[src/rtl/lav_pkg.sv]
// shared types and constants of the look-at view matrix block
`default_nettype none
package lav_pkg;

  localparam int INW  = 16;  // Q8.8 input field
  localparam int DW   = 17;  // eye - center, exact
  localparam int AXW  = 18;  // normalized axis component, signed Q2.16, |v| <= 1.0
  localparam int RAWW = 36;  // raw vector component before normalizing
  localparam int OUTW = 32;  // Q16.16 result field

  localparam logic [1:0]              ROW_LAST = 2'd3;
  localparam logic signed [OUTW-1:0]  ONE_Q16  = 32'sh0001_0000;

  // one queued request, difference already formed by the front
  typedef struct packed {
    logic signed [INW-1:0] eye_x;
    logic signed [INW-1:0] eye_y;
    logic signed [INW-1:0] eye_z;
    logic signed [DW-1:0]  d_x;
    logic signed [DW-1:0]  d_y;
    logic signed [DW-1:0]  d_z;
    logic signed [INW-1:0] up_x;
    logic signed [INW-1:0] up_y;
    logic signed [INW-1:0] up_z;
  } lav_item_t;

  // core to normalize unit
  typedef struct packed {
    logic                   start;
    logic signed [RAWW-1:0] v0;
    logic signed [RAWW-1:0] v1;
    logic signed [RAWW-1:0] v2;
  } lav_nreq_t;

  // normalize unit to core
  typedef struct packed {
    logic                  done;
    logic signed [AXW-1:0] u0;
    logic signed [AXW-1:0] u1;
    logic signed [AXW-1:0] u2;
  } lav_nrsp_t;

  typedef enum logic [2:0] {
    N_IDLE, N_SHIFT, N_SQ, N_TS, N_ROOT, N_DLOAD, N_DSTEP, N_DONE
  } lav_nst_t;

  typedef enum logic [3:0] {
    C_IDLE, C_ZGO, C_ZWAIT, C_CR1, C_XGO, C_XWAIT, C_CR2,
    C_YGO, C_YWAIT, C_DOT, C_EMIT
  } lav_cst_t;

endpackage
`default_nettype wire

[src/rtl/lav_if.sv]
// request and row channel interfaces
`default_nettype none
interface lav_in_if;
  logic               valid;
  logic               ready;
  logic signed [15:0] eye_x;
  logic signed [15:0] eye_y;
  logic signed [15:0] eye_z;
  logic signed [15:0] center_x;
  logic signed [15:0] center_y;
  logic signed [15:0] center_z;
  logic signed [15:0] up_x;
  logic signed [15:0] up_y;
  logic signed [15:0] up_z;

  modport source (output valid, eye_x, eye_y, eye_z, center_x, center_y, center_z,
                  up_x, up_y, up_z, input ready);
  modport sink   (input valid, eye_x, eye_y, eye_z, center_x, center_y, center_z,
                  up_x, up_y, up_z, output ready);
endinterface

`default_nettype wire

[src/rtl/lav_front.sv]
// front: takes requests, forms eye - center, two-entry queue to the core
`default_nettype none
module lav_front import lav_pkg::*; (
  input  wire logic  clk,
  input  wire logic  rst_n,
  lav_in_if.sink     in_ch,
  input  wire logic  q_pop,
  output logic       q_valid,
  output lav_item_t  q_item
);

  lav_item_t  ent_r [2];
  lav_item_t  item_nxt;
  logic       wp_r, rp_r;
  logic [1:0] cnt_r, cnt_nxt;
  logic       push;

  assign in_ch.ready = (cnt_r != 2'd2);
  assign push        = in_ch.valid && in_ch.ready;
  assign q_valid     = (cnt_r != 2'd0);
  assign q_item      = ent_r[rp_r];

  always_comb begin
    item_nxt.eye_x = in_ch.eye_x;
    item_nxt.eye_y = in_ch.eye_y;
    item_nxt.eye_z = in_ch.eye_z;
    item_nxt.d_x   = DW'(in_ch.eye_x) - DW'(in_ch.center_x);
    item_nxt.d_y   = DW'(in_ch.eye_y) - DW'(in_ch.center_y);
    item_nxt.d_z   = DW'(in_ch.eye_z) - DW'(in_ch.center_z);
    item_nxt.up_x  = in_ch.up_x;
    item_nxt.up_y  = in_ch.up_y;
    item_nxt.up_z  = in_ch.up_z;
  end

  always_comb begin
    cnt_nxt = cnt_r;
    if (push && !q_pop) begin
      cnt_nxt = cnt_r + 2'd1;
    end else if (q_pop && !push) begin
      cnt_nxt = cnt_r - 2'd1;
    end
  end

  always_ff @(posedge clk) begin
    if (!rst_n) begin
      wp_r  <= 1'b0;
      rp_r  <= 1'b0;
      cnt_r <= 2'd0;
    end else begin
      cnt_r <= cnt_nxt;
      if (push) begin
        wp_r <= ~wp_r;
      end
      if (q_pop) begin
        rp_r <= ~rp_r;
      end
    end
  end

  always_ff @(posedge clk) begin
    if (push) begin
      ent_r[wp_r] <= item_nxt;
    end
  end

endmodule
`default_nettype wire

[src/flat_wrapper.sv]
// flat-port wrapper written by rule: the top's interface ports become plain ports
module lav_front_flat import lav_pkg::*;
  (clk, rst_n, q_pop, q_valid, q_item, in_ch_valid, in_ch_eye_x, in_ch_eye_y, in_ch_eye_z, in_ch_center_x, in_ch_center_y, in_ch_center_z, in_ch_up_x, in_ch_up_y, in_ch_up_z, in_ch_ready);
  lav_in_if in_ch_i ();
  input  wire logic clk;
  input  wire logic rst_n;
  input  wire logic q_pop;
  output logic q_valid;
  output lav_item_t q_item;
  input wire logic [$bits(in_ch_i.valid)-1:0] in_ch_valid;
  input wire logic [$bits(in_ch_i.eye_x)-1:0] in_ch_eye_x;
  input wire logic [$bits(in_ch_i.eye_y)-1:0] in_ch_eye_y;
  input wire logic [$bits(in_ch_i.eye_z)-1:0] in_ch_eye_z;
  input wire logic [$bits(in_ch_i.center_x)-1:0] in_ch_center_x;
  input wire logic [$bits(in_ch_i.center_y)-1:0] in_ch_center_y;
  input wire logic [$bits(in_ch_i.center_z)-1:0] in_ch_center_z;
  input wire logic [$bits(in_ch_i.up_x)-1:0] in_ch_up_x;
  input wire logic [$bits(in_ch_i.up_y)-1:0] in_ch_up_y;
  input wire logic [$bits(in_ch_i.up_z)-1:0] in_ch_up_z;
  output wire logic [$bits(in_ch_i.ready)-1:0] in_ch_ready;
  assign in_ch_i.valid = in_ch_valid;
  assign in_ch_i.eye_x = in_ch_eye_x;
  assign in_ch_i.eye_y = in_ch_eye_y;
  assign in_ch_i.eye_z = in_ch_eye_z;
  assign in_ch_i.center_x = in_ch_center_x;
  assign in_ch_i.center_y = in_ch_center_y;
  assign in_ch_i.center_z = in_ch_center_z;
  assign in_ch_i.up_x = in_ch_up_x;
  assign in_ch_i.up_y = in_ch_up_y;
  assign in_ch_i.up_z = in_ch_up_z;
  assign in_ch_ready = in_ch_i.ready;
  lav_front u_core (.clk(clk), .rst_n(rst_n), .in_ch(in_ch_i), .q_pop(q_pop), .q_valid(q_valid), .q_item(q_item));
endmodule
[config.mk]
export PLATFORM = sky130hd
export DESIGN_NAME = lav_front_flat
export DESIGN_NICKNAME = d
export VERILOG_FILES = /design/src/rtl/lav_pkg.sv /design/src/rtl/lav_if.sv /design/src/rtl/lav_front.sv /design/src/flat_wrapper.sv
export SDC_FILE = /design/constraint.sdc
export NUM_CORES = 1
export LEC_CHECK = 0
export BUFFER_PORTS_ARGS = -buffer_cell sky130_fd_sc_hd__buf_2
export CAP_MARGIN = 40
export CORE_ASPECT_RATIO = 0.8
export CORE_UTILIZATION = 49
export CTS_CLUSTER_DIAMETER = 150
export DETAILED_ROUTE_END_ITERATION = 7
export HOLD_SLACK_MARGIN = 0.12
export PLACE_DENSITY_LB_ADDON = 0.25
export SYNTH_ARGS = -nofsm -noshare
export SYNTH_HDL_FRONTEND = slang
export SYNTH_SLANG_ARGS = --single-unit
[constraint.sdc]
create_clock -name clk -period 8.3 [get_ports clk]
set_input_delay 2.075 -clock clk [delete_from_list [all_inputs] [get_ports clk]]
set_output_delay 2.075 -clock clk [all_outputs]
set_load 0.03 [all_outputs]
=== Yosys cells after proc, flatten, opt, wreduce, memory -nomap -nowiden ===
Memories as Yosys holds them, arrays and structs flattened. A register that Yosys moved wholly into a read port is not among the register bits.
Cells that the tools add are included.

* Output and inout port bits: 149
* Logic and storage cells: 25
* Memories kept: 1
* Register bits: 4
* RAM bits: 294

{| class="wikitable"
|+ Memories
! name !! depth !! bits a word !! read ports !! clocked after memory_dff !! write ports !! RTL line !! RTL
|-
| u_core.ent_r || 2 || 147 || 1 || 1 || 1 || lav_front.sv:12 || <nowiki>lav_item_t ent_r [2];</nowiki>
|}

* Muxes and demuxes: 6
* Add/subtract/negate cells: 5
* Reduce and logical (&&, ||, !) cells: 7
* Bitwise gates (word level): 2
* Equality and inequality tests: 1

{| class="wikitable"
|+ Operators by type and width
! operator !! number
|-
| subtractor 16 x 16 -> 17 bit || 3
|-
| 2-to-1 mux 1 bit || 4
|-
| 2-to-1 mux 2 bit || 2
|-
| nonzero test 2 bit || 2
|-
| logical AND 1 bit || 3
|-
| adder 2 x 1 -> 2 bit (second input constant) || 1
|-
| logical NOT 1 bit || 2
|-
| inequality test 2 bit (second input constant) || 1
|-
| inverter 1 bit || 2
|-
| subtractor 2 x 1 -> 2 bit (second input constant) || 1
|}

=== Depth between registers and ports, before layout ===
Gate-level depths: netlist of run 1.

* Word-level depth: 6
* Depth in mapped cells: 9
* Mapped depth without buffers: 9

=== Least setup slack after synthesis of run 1 ===
Ideal clock, no wire load.

* Path type: input-to-reg
* Start point: input port in_ch_valid
* End point: memory u_core.ent_r[0][0] (netlist name) (enable)
* Arrival: 8.287 ns
* Setup time: 0.657 ns
* Required time: 7.643 ns
* Setup slack: -0.644 ns
* Stages: 2
* Cells stage by stage: nand2_1 -> nor2_1

* Cells in the longest elaborated chain, start to end: 3

{| class="wikitable"
|+ Ends and longest elaborated chain
! element !! RTL line !! RTL
|-
| start, declared || flat_wrapper.sv:10 || <nowiki>input wire logic [$bits(in_ch_i.valid)-1:0] in_ch_valid;</nowiki>
|-
| logical AND 1 bit || lav_front.sv:19 || <nowiki>assign push = in_ch.valid && in_ch.ready;</nowiki>
|-
| 2-to-1 mux 1 bit || lav_front.sv:61 || <nowiki>if (push) begin</nowiki>
|-
| 2-to-1 mux 1 bit (implied by the code) || lav_front.sv:62 || <nowiki>ent_r[wp_r] <= item_nxt;</nowiki>
|-
| end, declared || lav_front.sv:12 ||
|}

No other way between the ends.

==> flow_metrics.env, run 1 <==
export IMPL_critPathArrivalTime_ns=2.53
export IMPL_holdPathEnd="u_core.cnt_r[1]$_SDFFE_PN0P_"
export IMPL_async_flop_share=0
export IMPL_slowest_delay_ns=0.71
export IMPL_final_period_utilization=0.5554
export IMPL_synth_compound_area_frac=0.06895
export IMPL_timing_critical_path_to_type="output pin"
export IMPL_drt_pass1_iterations=4
export IMPL_wire_per_inst_microns=17.37
export IMPL_metal1_wirelength_microns=11500
export IMPL_via_count=7823
export IMPL_grt_start_max_net_pins=61
export IMPL_place_hpwl_microns=18710
export IMPL_yosys_warnings=0
export IMPL_path_class="flop to output pin"
export IMPL_cpMaxStageDelayCell="sky130_fd_sc_hd__buf_4"
export IMPL_cts_sinks=299
export IMPL_drc=0
export IMPL_yosys_area_share_adder=0.05068
export IMPL_crit_family="buffers and inverters"
export IMPL_wire_length_of_the_first_global_routing_pass_microns=40250
export IMPL_critical_path_rt_ns=6.23
export IMPL_design_die_area_sq_um=27770
export IMPL_area_sequential_sq_um=8932
export IMPL_net_count_after_synthesis=1031
export IMPL_numCtsBuffers=30
export IMPL_fin_total_pwr_mw=4.080
export IMPL_max_capacitance_violation_total=0
export IMPL_synth_cell_types=59
export IMPL_place_port_buffers=296
export IMPL_worst_slew_pin_slew_ns=0.8483
export IMPL_timing_critical_path_depth=3
export IMPL_layout_cells_most_common_list="sky130_fd_sc_hd__buf_2 (296), sky130_fd_sc_hd__edfxtp_1 (294), sky130_fd_sc_hd__mux2_2 (147)"
export IMPL_rsz_0062_raised_after_global_routing="no"
export IMPL_routed_top_layer="met4"
export IMPL_rr_worst_depth=3
export IMPL_nets=1349
export IMPL_cts_max_level=1
export IMPL_average_cell_area_after_synthesis_sq_um=15.98
export IMPL_clk_latency_ns=0.54
export IMPL_worstPathMaxFanout=60
export IMPL_grt_pass1_vias=7809
export IMPL_met2WireLength_microns=12230
export IMPL_initial_core_util=0.5020
export IMPL_timing_setup_tns_ns=0
export IMPL_worstHoldPathType="flop to flop"
export IMPL_p_leak_nw=6.349
export IMPL_max_slew_margin_rel=0.4345
export IMPL_synthToLayoutAreaGrowth_pct=21.47
export IMPL_synth_main_ff_cell="sky130_fd_sc_hd__edfxtp_1"
export IMPL_timing_hold_worst_start="u_core.cnt_r[1]$_SDFFE_PN0P_"
export IMPL_post_drt_via_cell_ratio=5.110
export IMPL_area_of_combinational_cells_with_multiple_inputs_sq_um=4031
export IMPL_synthesis_area_sq_um=13280
export IMPL_timing_reg2reg_setup_slack_ns=5.97
export IMPL_tritoncts="built"
export IMPL_finalWirelength_microns=26590
export IMPL_critPathBufInv=2
export IMPL_synth_enable_flop_cells=294
export IMPL_clock_root_buffer="sky130_fd_sc_hd__clkbuf_16"
export IMPL_final_setup_viol_count=0
export IMPL_sequential_element_share_of_the_synthesized_area=0.6722
export IMPL_period_minus_slack_ns=4.610
export IMPL_holdBufCountCts=0
export IMPL_synth_xor_area_frac=0.02572
export IMPL_clock_pin_transition_on_the_worst_setup_and_hold_timing_paths_ns=0.06
export IMPL_drive_above_1_share=0.4377
export IMPL_fillcell_total=2112
export IMPL_finalWeightedCongestion=0.8336
export IMPL_layout_cells_most_common="sky130_fd_sc_hd__buf_2"
export IMPL_finalHoldViolations=0
export IMPL_met3_length_microns=2404
export IMPL_max_freq_mhz=216.9
export IMPL_count_of_final_max_slew_check_failures=0
export IMPL_drt_initial_drc_count=359
export IMPL_core_area_sq_um=26460
export IMPL_grt_overflow=0
export IMPL_whs_path_depth=2
export IMPL_reg2reg_to="u_core.ent_r[1][141]$_DFFE_PP_"
export IMPL_synthSimpleGateAreaFrac=0.03259
export IMPL_die_height_microns=149.3
export IMPL_synthesis_instances=831
export IMPL_clk_path_buf_depth=3
export IMPL_postCtsSetupRepairBufs=0
export IMPL_post_synth_mux_area_share=0.1246
export IMPL_critPathLaunchType="flop"
export IMPL_global_route_usage_total=0.1860
export IMPL_power_density_nw_per_um2=252.9
export IMPL_combinational_family_with_the_most_area_after_synthesis="multiplexers"
export IMPL_yosys_register_bits=299
export IMPL_die_x_microns=186.1
export IMPL_worst_vdd_drop_mv=0.1694
export IMPL_i_o_pin_cnt=297
export IMPL_status="finished, final reports clean"
export IMPL_r2r_start="u_core.cnt_r[0]$_SDFFE_PN0P_"
export IMPL_antenna_violations_before_repair=1
export IMPL_crit_chain="buf_4 > mux2_2 > buf_2"
export IMPL_skew_ns=0.006598
export IMPL_antenna_left=0
export IMPL_post_cts_resized=0
export IMPL_std_cell_rows=53
[cell usage after synthesis (5+ instances only)]
master | number | share of area
sky130_fd_sc_hd__edfxtp_1 | 294 | 0.66
sky130_fd_sc_hd__mux2_2 | 147 | 0.12
sky130_fd_sc_hd__o21ai_1 | 8 | 0.0030
sky130_fd_sc_hd__inv_1 | 68 | 0.019
sky130_fd_sc_hd__nor2_1 | 22 | 0.0062
sky130_fd_sc_hd__xor2_1 | 13 | 0.0086
sky130_fd_sc_hd__nand2b_1 | 8 | 0.0038
sky130_fd_sc_hd__xnor2_1 | 26 | 0.017
sky130_fd_sc_hd__nand3_1 | 5 | 0.0019
sky130_fd_sc_hd__nor2b_1 | 12 | 0.0057
sky130_fd_sc_hd__and2_1 | 5 | 0.0024
sky130_fd_sc_hd__dfxtp_1 | 5 | 0.0075
sky130_fd_sc_hd__a21oi_1 | 36 | 0.014
sky130_fd_sc_hd__ha_1 | 49 | 0.046
sky130_fd_sc_hd__buf_2 | 13 | 0.0049
sky130_fd_sc_hd__o21ai_0 | 12 | 0.0045
sky130_fd_sc_hd__o21a_1 | 13 | 0.0073
sky130_fd_sc_hd__a21o_1 | 10 | 0.0057
sky130_fd_sc_hd__nand2_1 | 18 | 0.0051
[worst min-delay path, stage by stage, from the launching register on]
cell	delay (ns)
sky130_fd_sc_hd__dfxtp_1	0.33
sky130_fd_sc_hd__o21ai_0	0.07
sky130_fd_sc_hd__a21boi_0	0.07
[worst max-delay path by stage]
stage | slack (ns) | startpoint | endpoint
2_1_floorplan | 1.85 | in_ch_valid | u_core.ent_r[0][0]$_DFFE_PP_
3_5_place_dp | 4.12 | in_ch_eye_x[0] | u_core.ent_r[1][96]$_DFFE_PP_
6_report | 3.69 | flop | q_item[4]
4_1_cts | 3.63 | flop | q_item[108]
5_1_grt | 3.53 | flop | q_item[95]
3_3_place_gp | 4.05 | in_ch_valid | u_core.ent_r[0][90]$_DFFE_PP_
[flip-flops by register name, summed over array words and instances, names as in the netlist, named ones only]
register / flops
u_core.cnt_r: 2
u_core.rp_r: 1
u_core.ent_r: 294
u_core.wp_r: 1
[cell families (layout without fill, tap and decap cells)]
family,Yosys count,after routing
DFF,299,299
muxes,147,147
AOI/OAI and AO/OA,123,123
and+or+nand+nor,86,86
buffers and inverters,85,426
adders and majority gates,52,52
xor gates and xnor gates,39,39
other,0,2
[metal layers]
layer / up-vias / GRT usage
met2: 263 / 0.2996
met5: - / 0
met1: 3735 / 0.2457
li1: 3786 / -
met3: 39 / 0.05908
met4: 0 / 0.04180
[report_power, final]
part | switching (mW) | internal [mW] | leakage (nW) | total [mW]
combinational | 0.593 | 0.315 | 3.11 | 0.909
clock | 0.526 | 0.730 | 0.448 | 1.26
sequential | 0.0396 | 1.88 | 2.79 | 1.91
total | 1.16 | 2.92 | 6.35 | 4.08
[final cells by class]
type / instances / area share
Antenna cell: 2 / 0.0003102
Clock buffer: 45 / 0.05258
Clock inverter: 10 / 0.004265
Inverter: 68 / 0.01582
Multi-Input combinational cell: 447 / 0.2499
Sequential cell: 299 / 0.5536
Tap cell: 357 / 0.02769
Timing Repair Buffer: 303 / 0.09585
[stage by stage]
| step | cell area (sq um) | hold slack [ns] | instances | setup slack, ns | util |
|---|---|---|---|---|---|
| global placement | 15190 | 0.4900 | 1473 | 4.046 | 0.5742 |
| floorplan | 13290 | 0.4728 | 831 | 1.852 | - |
| CTS | 16130 | 0.5258 | 1529 | 3.626 | 0.6096 |
| global route | 16130 | 0.5918 | 1529 | 3.526 | 0.6096 |
| finish | 16130 | 0.5184 | 1531 | 3.690 | 0.6098 |
| detailed placement | 15210 | 0.5173 | 1474 | 4.123 | 0.5749 |
Note: power is estimated with default switching activity, not from simulation.
==> run 2, diff against run 1 <==
Clock period 8.3 ns to 3.95 ns, I/O delays scaled along.
==> run 2 against run 1 <==
Clock power up 130%. Non-clock buffer count up 2. Core utilization rose by 0.50 points.
==> flow_metrics.env, run 2 (synthesized netlist as in run 1, its figures left out) <==
export IMPL_status="finished, final reports clean"
export IMPL_grt_overflow=0
export IMPL_drt_pass1_iterations=4
export IMPL_final_setup_viol_count=0
export IMPL_layout_cells_most_common="sky130_fd_sc_hd__buf_2"
export IMPL_design_die_area_sq_um=27770
export IMPL_regMostFlops="u_core.ent_r"
export IMPL_drt_initial_drc_count=256
export IMPL_power_share_switching=0.2783
export IMPL_clock_pin_transition_on_the_worst_setup_and_hold_timing_paths_ns=0.06
export IMPL_post_drt_via_cell_ratio=5.067
export IMPL_max_capacitance_violation_total=0
export IMPL_critPathBufInv=2
export IMPL_initial_core_util=0.5020
export IMPL_global_route_usage_total=0.1841
export IMPL_postCtsSetupRepairBufs=0
export IMPL_worstHoldPathType="flop to flop"
export IMPL_nets=1350
export IMPL_place_hpwl_microns=18400
export IMPL_std_cell_rows=53
export IMPL_die_height_microns=149.3
export IMPL_i_o_pin_cnt=297
export IMPL_via_count=7758
export IMPL_largest_reg_flops=294
export IMPL_minimum_hold_slack_ns=0.5288
export IMPL_critical_path_rt_ns=2.96
export IMPL_timing_setup_tns_ns=0
export IMPL_core_area_sq_um=26460
export IMPL_critPathLaunchType="flop"
export IMPL_grt_start_max_net_pins=63
export IMPL_wire_per_inst_microns=17.23
export IMPL_max_freq_mhz=311.3
export IMPL_wire_length_of_the_first_global_routing_pass_microns=39740
export IMPL_seq_power_share=0.456
export IMPL_clk_latency_ns=0.54
export IMPL_finalWirelength_microns=26380
export IMPL_cts_sinks=299
export IMPL_die_x_microns=186.1
export IMPL_pwr_share_clk=0.327
export IMPL_rsz_0062_raised_after_global_routing="no"
export IMPL_synthToLayoutAreaGrowth_pct=22.47
export IMPL_power_density_nw_per_um2=542.3
export IMPL_drc=0
export IMPL_finalWeightedCongestion=0.8144
export IMPL_cts_max_level=1
export IMPL_post_cts_resized=0
export IMPL_period_minus_slack_ns=3.212
export IMPL_worstPathMaxFanout=61
export IMPL_p_leak_nw=6.415
export IMPL_holdBufCountCts=0
export IMPL_power_net_switching_mw=2.455
export IMPL_antenna_violations_before_repair=2
export IMPL_tritoncts="built"
export IMPL_final_period_utilization=0.8132
export IMPL_timing_critical_path_to_type="output pin"
export IMPL_pwr_share_comb=0.216
export IMPL_finalHoldViolations=0
export IMPL_cpMaxStageDelayCell="sky130_fd_sc_hd__dfxtp_4"
export IMPL_place_port_buffers=296
export IMPL_crit_chain="buf_12 > mux2_2 > buf_2"
export IMPL_max_slew_margin_rel=0.4511
export IMPL_grt_pass1_vias=7869
export IMPL_critPathArrivalTime_ns=2.22
export IMPL_antenna_left=0
export IMPL_worst_vdd_drop_mv=0.3481
export IMPL_skew_ns=0.01462
export IMPL_slowest_delay_ns=0.70
export IMPL_numCtsBuffers=29
export IMPL_drive_above_1_share=0.4445
export IMPL_clock_root_buffer="sky130_fd_sc_hd__clkbuf_16"
export IMPL_count_of_final_max_slew_check_failures=0
export IMPL_layout_cells_most_common_list="sky130_fd_sc_hd__buf_2 (296), sky130_fd_sc_hd__edfxtp_1 (294), sky130_fd_sc_hd__mux2_2 (147)"
export IMPL_worst_slew_pin_slew_ns=0.8234
export IMPL_largest_registers="u_core.ent_r (294), u_core.cnt_r (2)"
export IMPL_clk_path_buf_depth=3
export IMPL_p_int_mw=6.366
export IMPL_crit_family="flip-flops"
export IMPL_path_class="flop to output pin"
## run 2: routing by layer
layer / vias up / GRT usage / routed length [microns]
li1: 3780 / - / -
met1: 3716 / 0.2322 / 11390
met2: 232 / 0.3106 / 12410
met3: 30 / 0.05518 / 2117
met4: 0 / 0.04467 / 459
met5: - / 0 / 0
## run 2: area by class of cell
type	count	area [sq um]
fill	2053	10190
sequential	299	8932
multi-input combinational	447	4031
timing repair buffer	305	1587
clock buffer	38	809.5
tap	357	446.7
inverter	68	255.2
clock inverter	15	200.2
antenna	2	5.005
## run 2: worst paths after layout
check | from | to | slack (ns) | depth (start not counted)
min | u_core.cnt_r[1]$_SDFFE_PN0P_ | u_core.cnt_r[1]$_SDFFE_PN0P_ | 0.53 | 2
max reg2reg | u_core.cnt_r[0]$_SDFFE_PN0P_ | u_core.ent_r[1][38]$_DFFE_PP_ | 2.01 | 3
max | flop | q_item[22] | 0.74 | 3
min reg2reg | u_core.cnt_r[1]$_SDFFE_PN0P_ | u_core.cnt_r[1]$_SDFFE_PN0P_ | 0.53 | 2
## run 2: worst min-delay path: stages, from the launching register on
cell and delay, ns:
sky130_fd_sc_hd__dfxtp_1 0.33, sky130_fd_sc_hd__o21ai_0 0.07, sky130_fd_sc_hd__a21boi_0 0.08
## run 2: power groups by stage
stage / clock (mW) / sequential (mW) / combinational [mW]
floorplan: 0 / 4.07 / 1.38
global placement: 0 / 4.07 / 1.90
detailed placement: 0 / 4.10 / 1.92
CTS: 2.95 / 4.03 / 1.93
global route: 3.06 / 4.06 / 2.05
finish: 2.89 / 4.03 / 1.91
## run 2: metrics by stage
step	power [mW]	cell area (sq um)	utilization	cells	setup slack, ns
6_report	8.821	16270	0.6148	1531	0.7377
5_1_grt	9.171	16260	0.6147	1530	0.6123
4_1_cts	8.908	16260	0.6146	1529	0.6632
3_5_place_dp	6.016	15250	0.5764	1476	0.8750
3_3_place_gp	5.973	15250	0.5764	1476	0.9130
2_1_floorplan	5.449	13290	-	831	0.2398
==> run 3, diff against run 2 <==
Clock period 3.95 ns to 2.75 ns, I/O delays scaled along.
==> run 3 against run 2 <==
Largest power group unchanged. Largest cell class unchanged. Cell count is 0.52% higher. Via count up 1.2%. Register-to-register slack worse by 0.96 ns.
==> flow_metrics.env, run 3 (synthesized netlist as in run 1, its figures left out) <==
export IMPL_status="finished, final reports clean"
export IMPL_largest_reg_flops=294
export IMPL_global_route_usage_total=0.1892
export IMPL_timing_reg2reg_setup_slack_ns=1.05
export IMPL_design_die_area_sq_um=27770
export IMPL_tritoncts="built"
export IMPL_critical_path_rt_ns=2.06
export IMPL_clock_pin_transition_on_the_worst_setup_and_hold_timing_paths_ns=0.06
export IMPL_die_height_microns=149.3
export IMPL_period_minus_slack_ns=2.691
export IMPL_clk_path_buf_depth=3
export IMPL_dpl_cell_count=1481
export IMPL_max_capacitance_violation_total=0
export IMPL_power_density_nw_per_um2=768.7
export IMPL_endpoint="q_item[62]"
export IMPL_max_slew_margin_rel=0.7270
export IMPL_numCtsBuffers=30
export IMPL_antenna_violations_before_repair=5
export IMPL_final_period_utilization=0.9786
export IMPL_path_class="flop to output pin"
export IMPL_p_leak_nw=6.463
export IMPL_rsz_0062_raised_after_global_routing="yes"
export IMPL_place_hpwl_microns=18870
export IMPL_drive_above_1_share=0.4559
export IMPL_regMostFlops="u_core.ent_r"
export IMPL_holdBufCountCts=0
export IMPL_antenna_left=0
export IMPL_wire_per_inst_microns=17.39
export IMPL_std_cell_rows=53
export IMPL_drt_initial_drc_count=251
export IMPL_worstHoldPathType="primary input to flop"
export IMPL_layout_cells_most_common_list="sky130_fd_sc_hd__buf_2 (294), sky130_fd_sc_hd__edfxtp_1 (294), sky130_fd_sc_hd__mux2_2 (146)"
export IMPL_place_port_buffers=296
export IMPL_die_x_microns=186.1
export IMPL_reg2reg_to="u_core.ent_r[1][64]$_DFFE_PP_"
export IMPL_grt_overflow=0
export IMPL_finalWirelength_microns=26760
export IMPL_finalWeightedCongestion=0.8535
export IMPL_skew_ns=0.01116
export IMPL_worst_slew_pin_slew_ns=0.4031
export IMPL_r2r_start="u_core.cnt_r[0]$_SDFFE_PN0P_"
export IMPL_clock_root_buffer="sky130_fd_sc_hd__clkbuf_16"
export IMPL_critPathLaunchType="flop"
export IMPL_cts_sinks=299
export IMPL_drt_pass1_iterations=4
export IMPL_i_o_pin_cnt=297
export IMPL_final_setup_viol_count=0
export IMPL_finalHoldViolations=0
export IMPL_worst_vdd_drop_mv=0.5459
export IMPL_drc=0
export IMPL_fin_total_pwr_mw=12.61
export IMPL_wire_length_of_the_first_global_routing_pass_microns=40850
export IMPL_via_count=7850
export IMPL_core_area_sq_um=26460
export IMPL_clk_latency_ns=0.54
export IMPL_critPathArrivalTime_ns=2.00
export IMPL_timing_critical_path_to_type="output pin"
export IMPL_nets=1356
export IMPL_finish_cell_count_without_fillers=1539
export IMPL_grt_start_max_net_pins=58
export IMPL_postCtsSetupRepairBufs=0
export IMPL_post_drt_via_cell_ratio=5.101
export IMPL_largest_registers="u_core.ent_r (294), u_core.cnt_r (2)"
export IMPL_max_freq_mhz=371.6
export IMPL_cts_max_level=1
export IMPL_grt_pass1_vias=7953
export IMPL_worstPathMaxFanout=56
export IMPL_synthToLayoutAreaGrowth_pct=23.46
export IMPL_rr_worst_depth=3
export IMPL_initial_core_util=0.5020
export IMPL_count_of_final_max_slew_check_failures=0
run 3: cell types whose count changed in the layout (fill, tap and decap cells not counted), moves of 3 or more:
cell,before,now
sky130_fd_sc_hd__bufinv_16,5,2
sky130_fd_sc_hd__clkinv_1,5,2
sky130_fd_sc_hd__clkinv_2,4,11
sky130_fd_sc_hd__buf_12,3,8
sky130_fd_sc_hd__clkinvlp_4,0,5
sky130_fd_sc_hd__clkbuf_1,4,0
sky130_fd_sc_hd__clkbuf_8,5,2
run 3: power by group:
group	leakage, nW	switching (mW)	internal [mW]
logic	3.19	1.82	1.01
registers	2.79	0.115	5.65
clock network	0.484	1.71	2.30
run 3: metrics by stage:
stage / hold slack, ns / instance area [sq um] / TNS, ns / util / setup WS, ns
4_1_cts: 0.2972 / 16380 / 0 / 0.6190 / 0.01330
3_5_place_dp: 0.5488 / 15390 / -0.05161 / 0.5816 / -0.02146
3_3_place_gp: 0.5171 / 15390 / 0 / 0.5816 / 0.01609
2_1_floorplan: 0.5074 / 13320 / -115.73 / - / -0.5837
6_report: 0.3286 / 16400 / 0 / 0.6198 / 0.05891
5_1_grt: 0.2875 / 16400 / -0.1734 / 0.6198 / -0.02477
run 3: worst min-delay path by stage:
stage / from / end / slack, ns / depth (start not counted)
floorplan: u_core.cnt_r[1]$_SDFFE_PN0P_ / u_core.cnt_r[1]$_SDFFE_PN0P_ / 0.51 / 2
global placement: u_core.cnt_r[1]$_SDFFE_PN0P_ / u_core.cnt_r[1]$_SDFFE_PN0P_ / 0.52 / 2
detailed placement: u_core.cnt_r[1]$_SDFFE_PN0P_ / u_core.cnt_r[1]$_SDFFE_PN0P_ / 0.55 / 2
CTS: in_ch_up_z[4] / u_core.ent_r[1][4]$_DFFE_PP_ / 0.30 / 1
global route: in_ch_up_x[15] / u_core.ent_r[1][47]$_DFFE_PP_ / 0.29 / 1
finish: in_ch_up_z[8] / u_core.ent_r[0][8]$_DFFE_PP_ / 0.33 / 1
run 3: timing repair:
item | in CTS | in global routing
hold endpoints to repair | 0 | 0
endpoints found under the setup margin | 0 | 31
gates resized for setup | 0 | 5
run 3: worst max-delay path: stages (launching register included):
cell,delay (ns)
sky130_fd_sc_hd__dfxtp_4,0.51
sky130_fd_sc_hd__buf_16,0.30
sky130_fd_sc_hd__mux2_2,0.40
sky130_fd_sc_hd__buf_2,0.18
run 3: metal layers:
layer / vias to the layer above / GRT usage / share of wire
li1: 3798 / - / -
met1: 3778 / 0.2415 / 0.42
met2: 237 / 0.3131 / 0.47
met3: 31 / 0.06445 / 0.091
met4: 6 / 0.03811 / 0.013
met5: - / 0 / 0.0013
run 3: cell type report:
class / count / area (sq um)
antenna: 2 / 5.005
clock buffer: 33 / 803.3
clock inverter: 23 / 186.4
fill: 2033 / 10060
inverter: 68 / 255.2
multi-input combinational: 447 / 4059
sequential: 299 / 8932
tap: 357 / 446.7
timing repair buffer: 310 / 1712
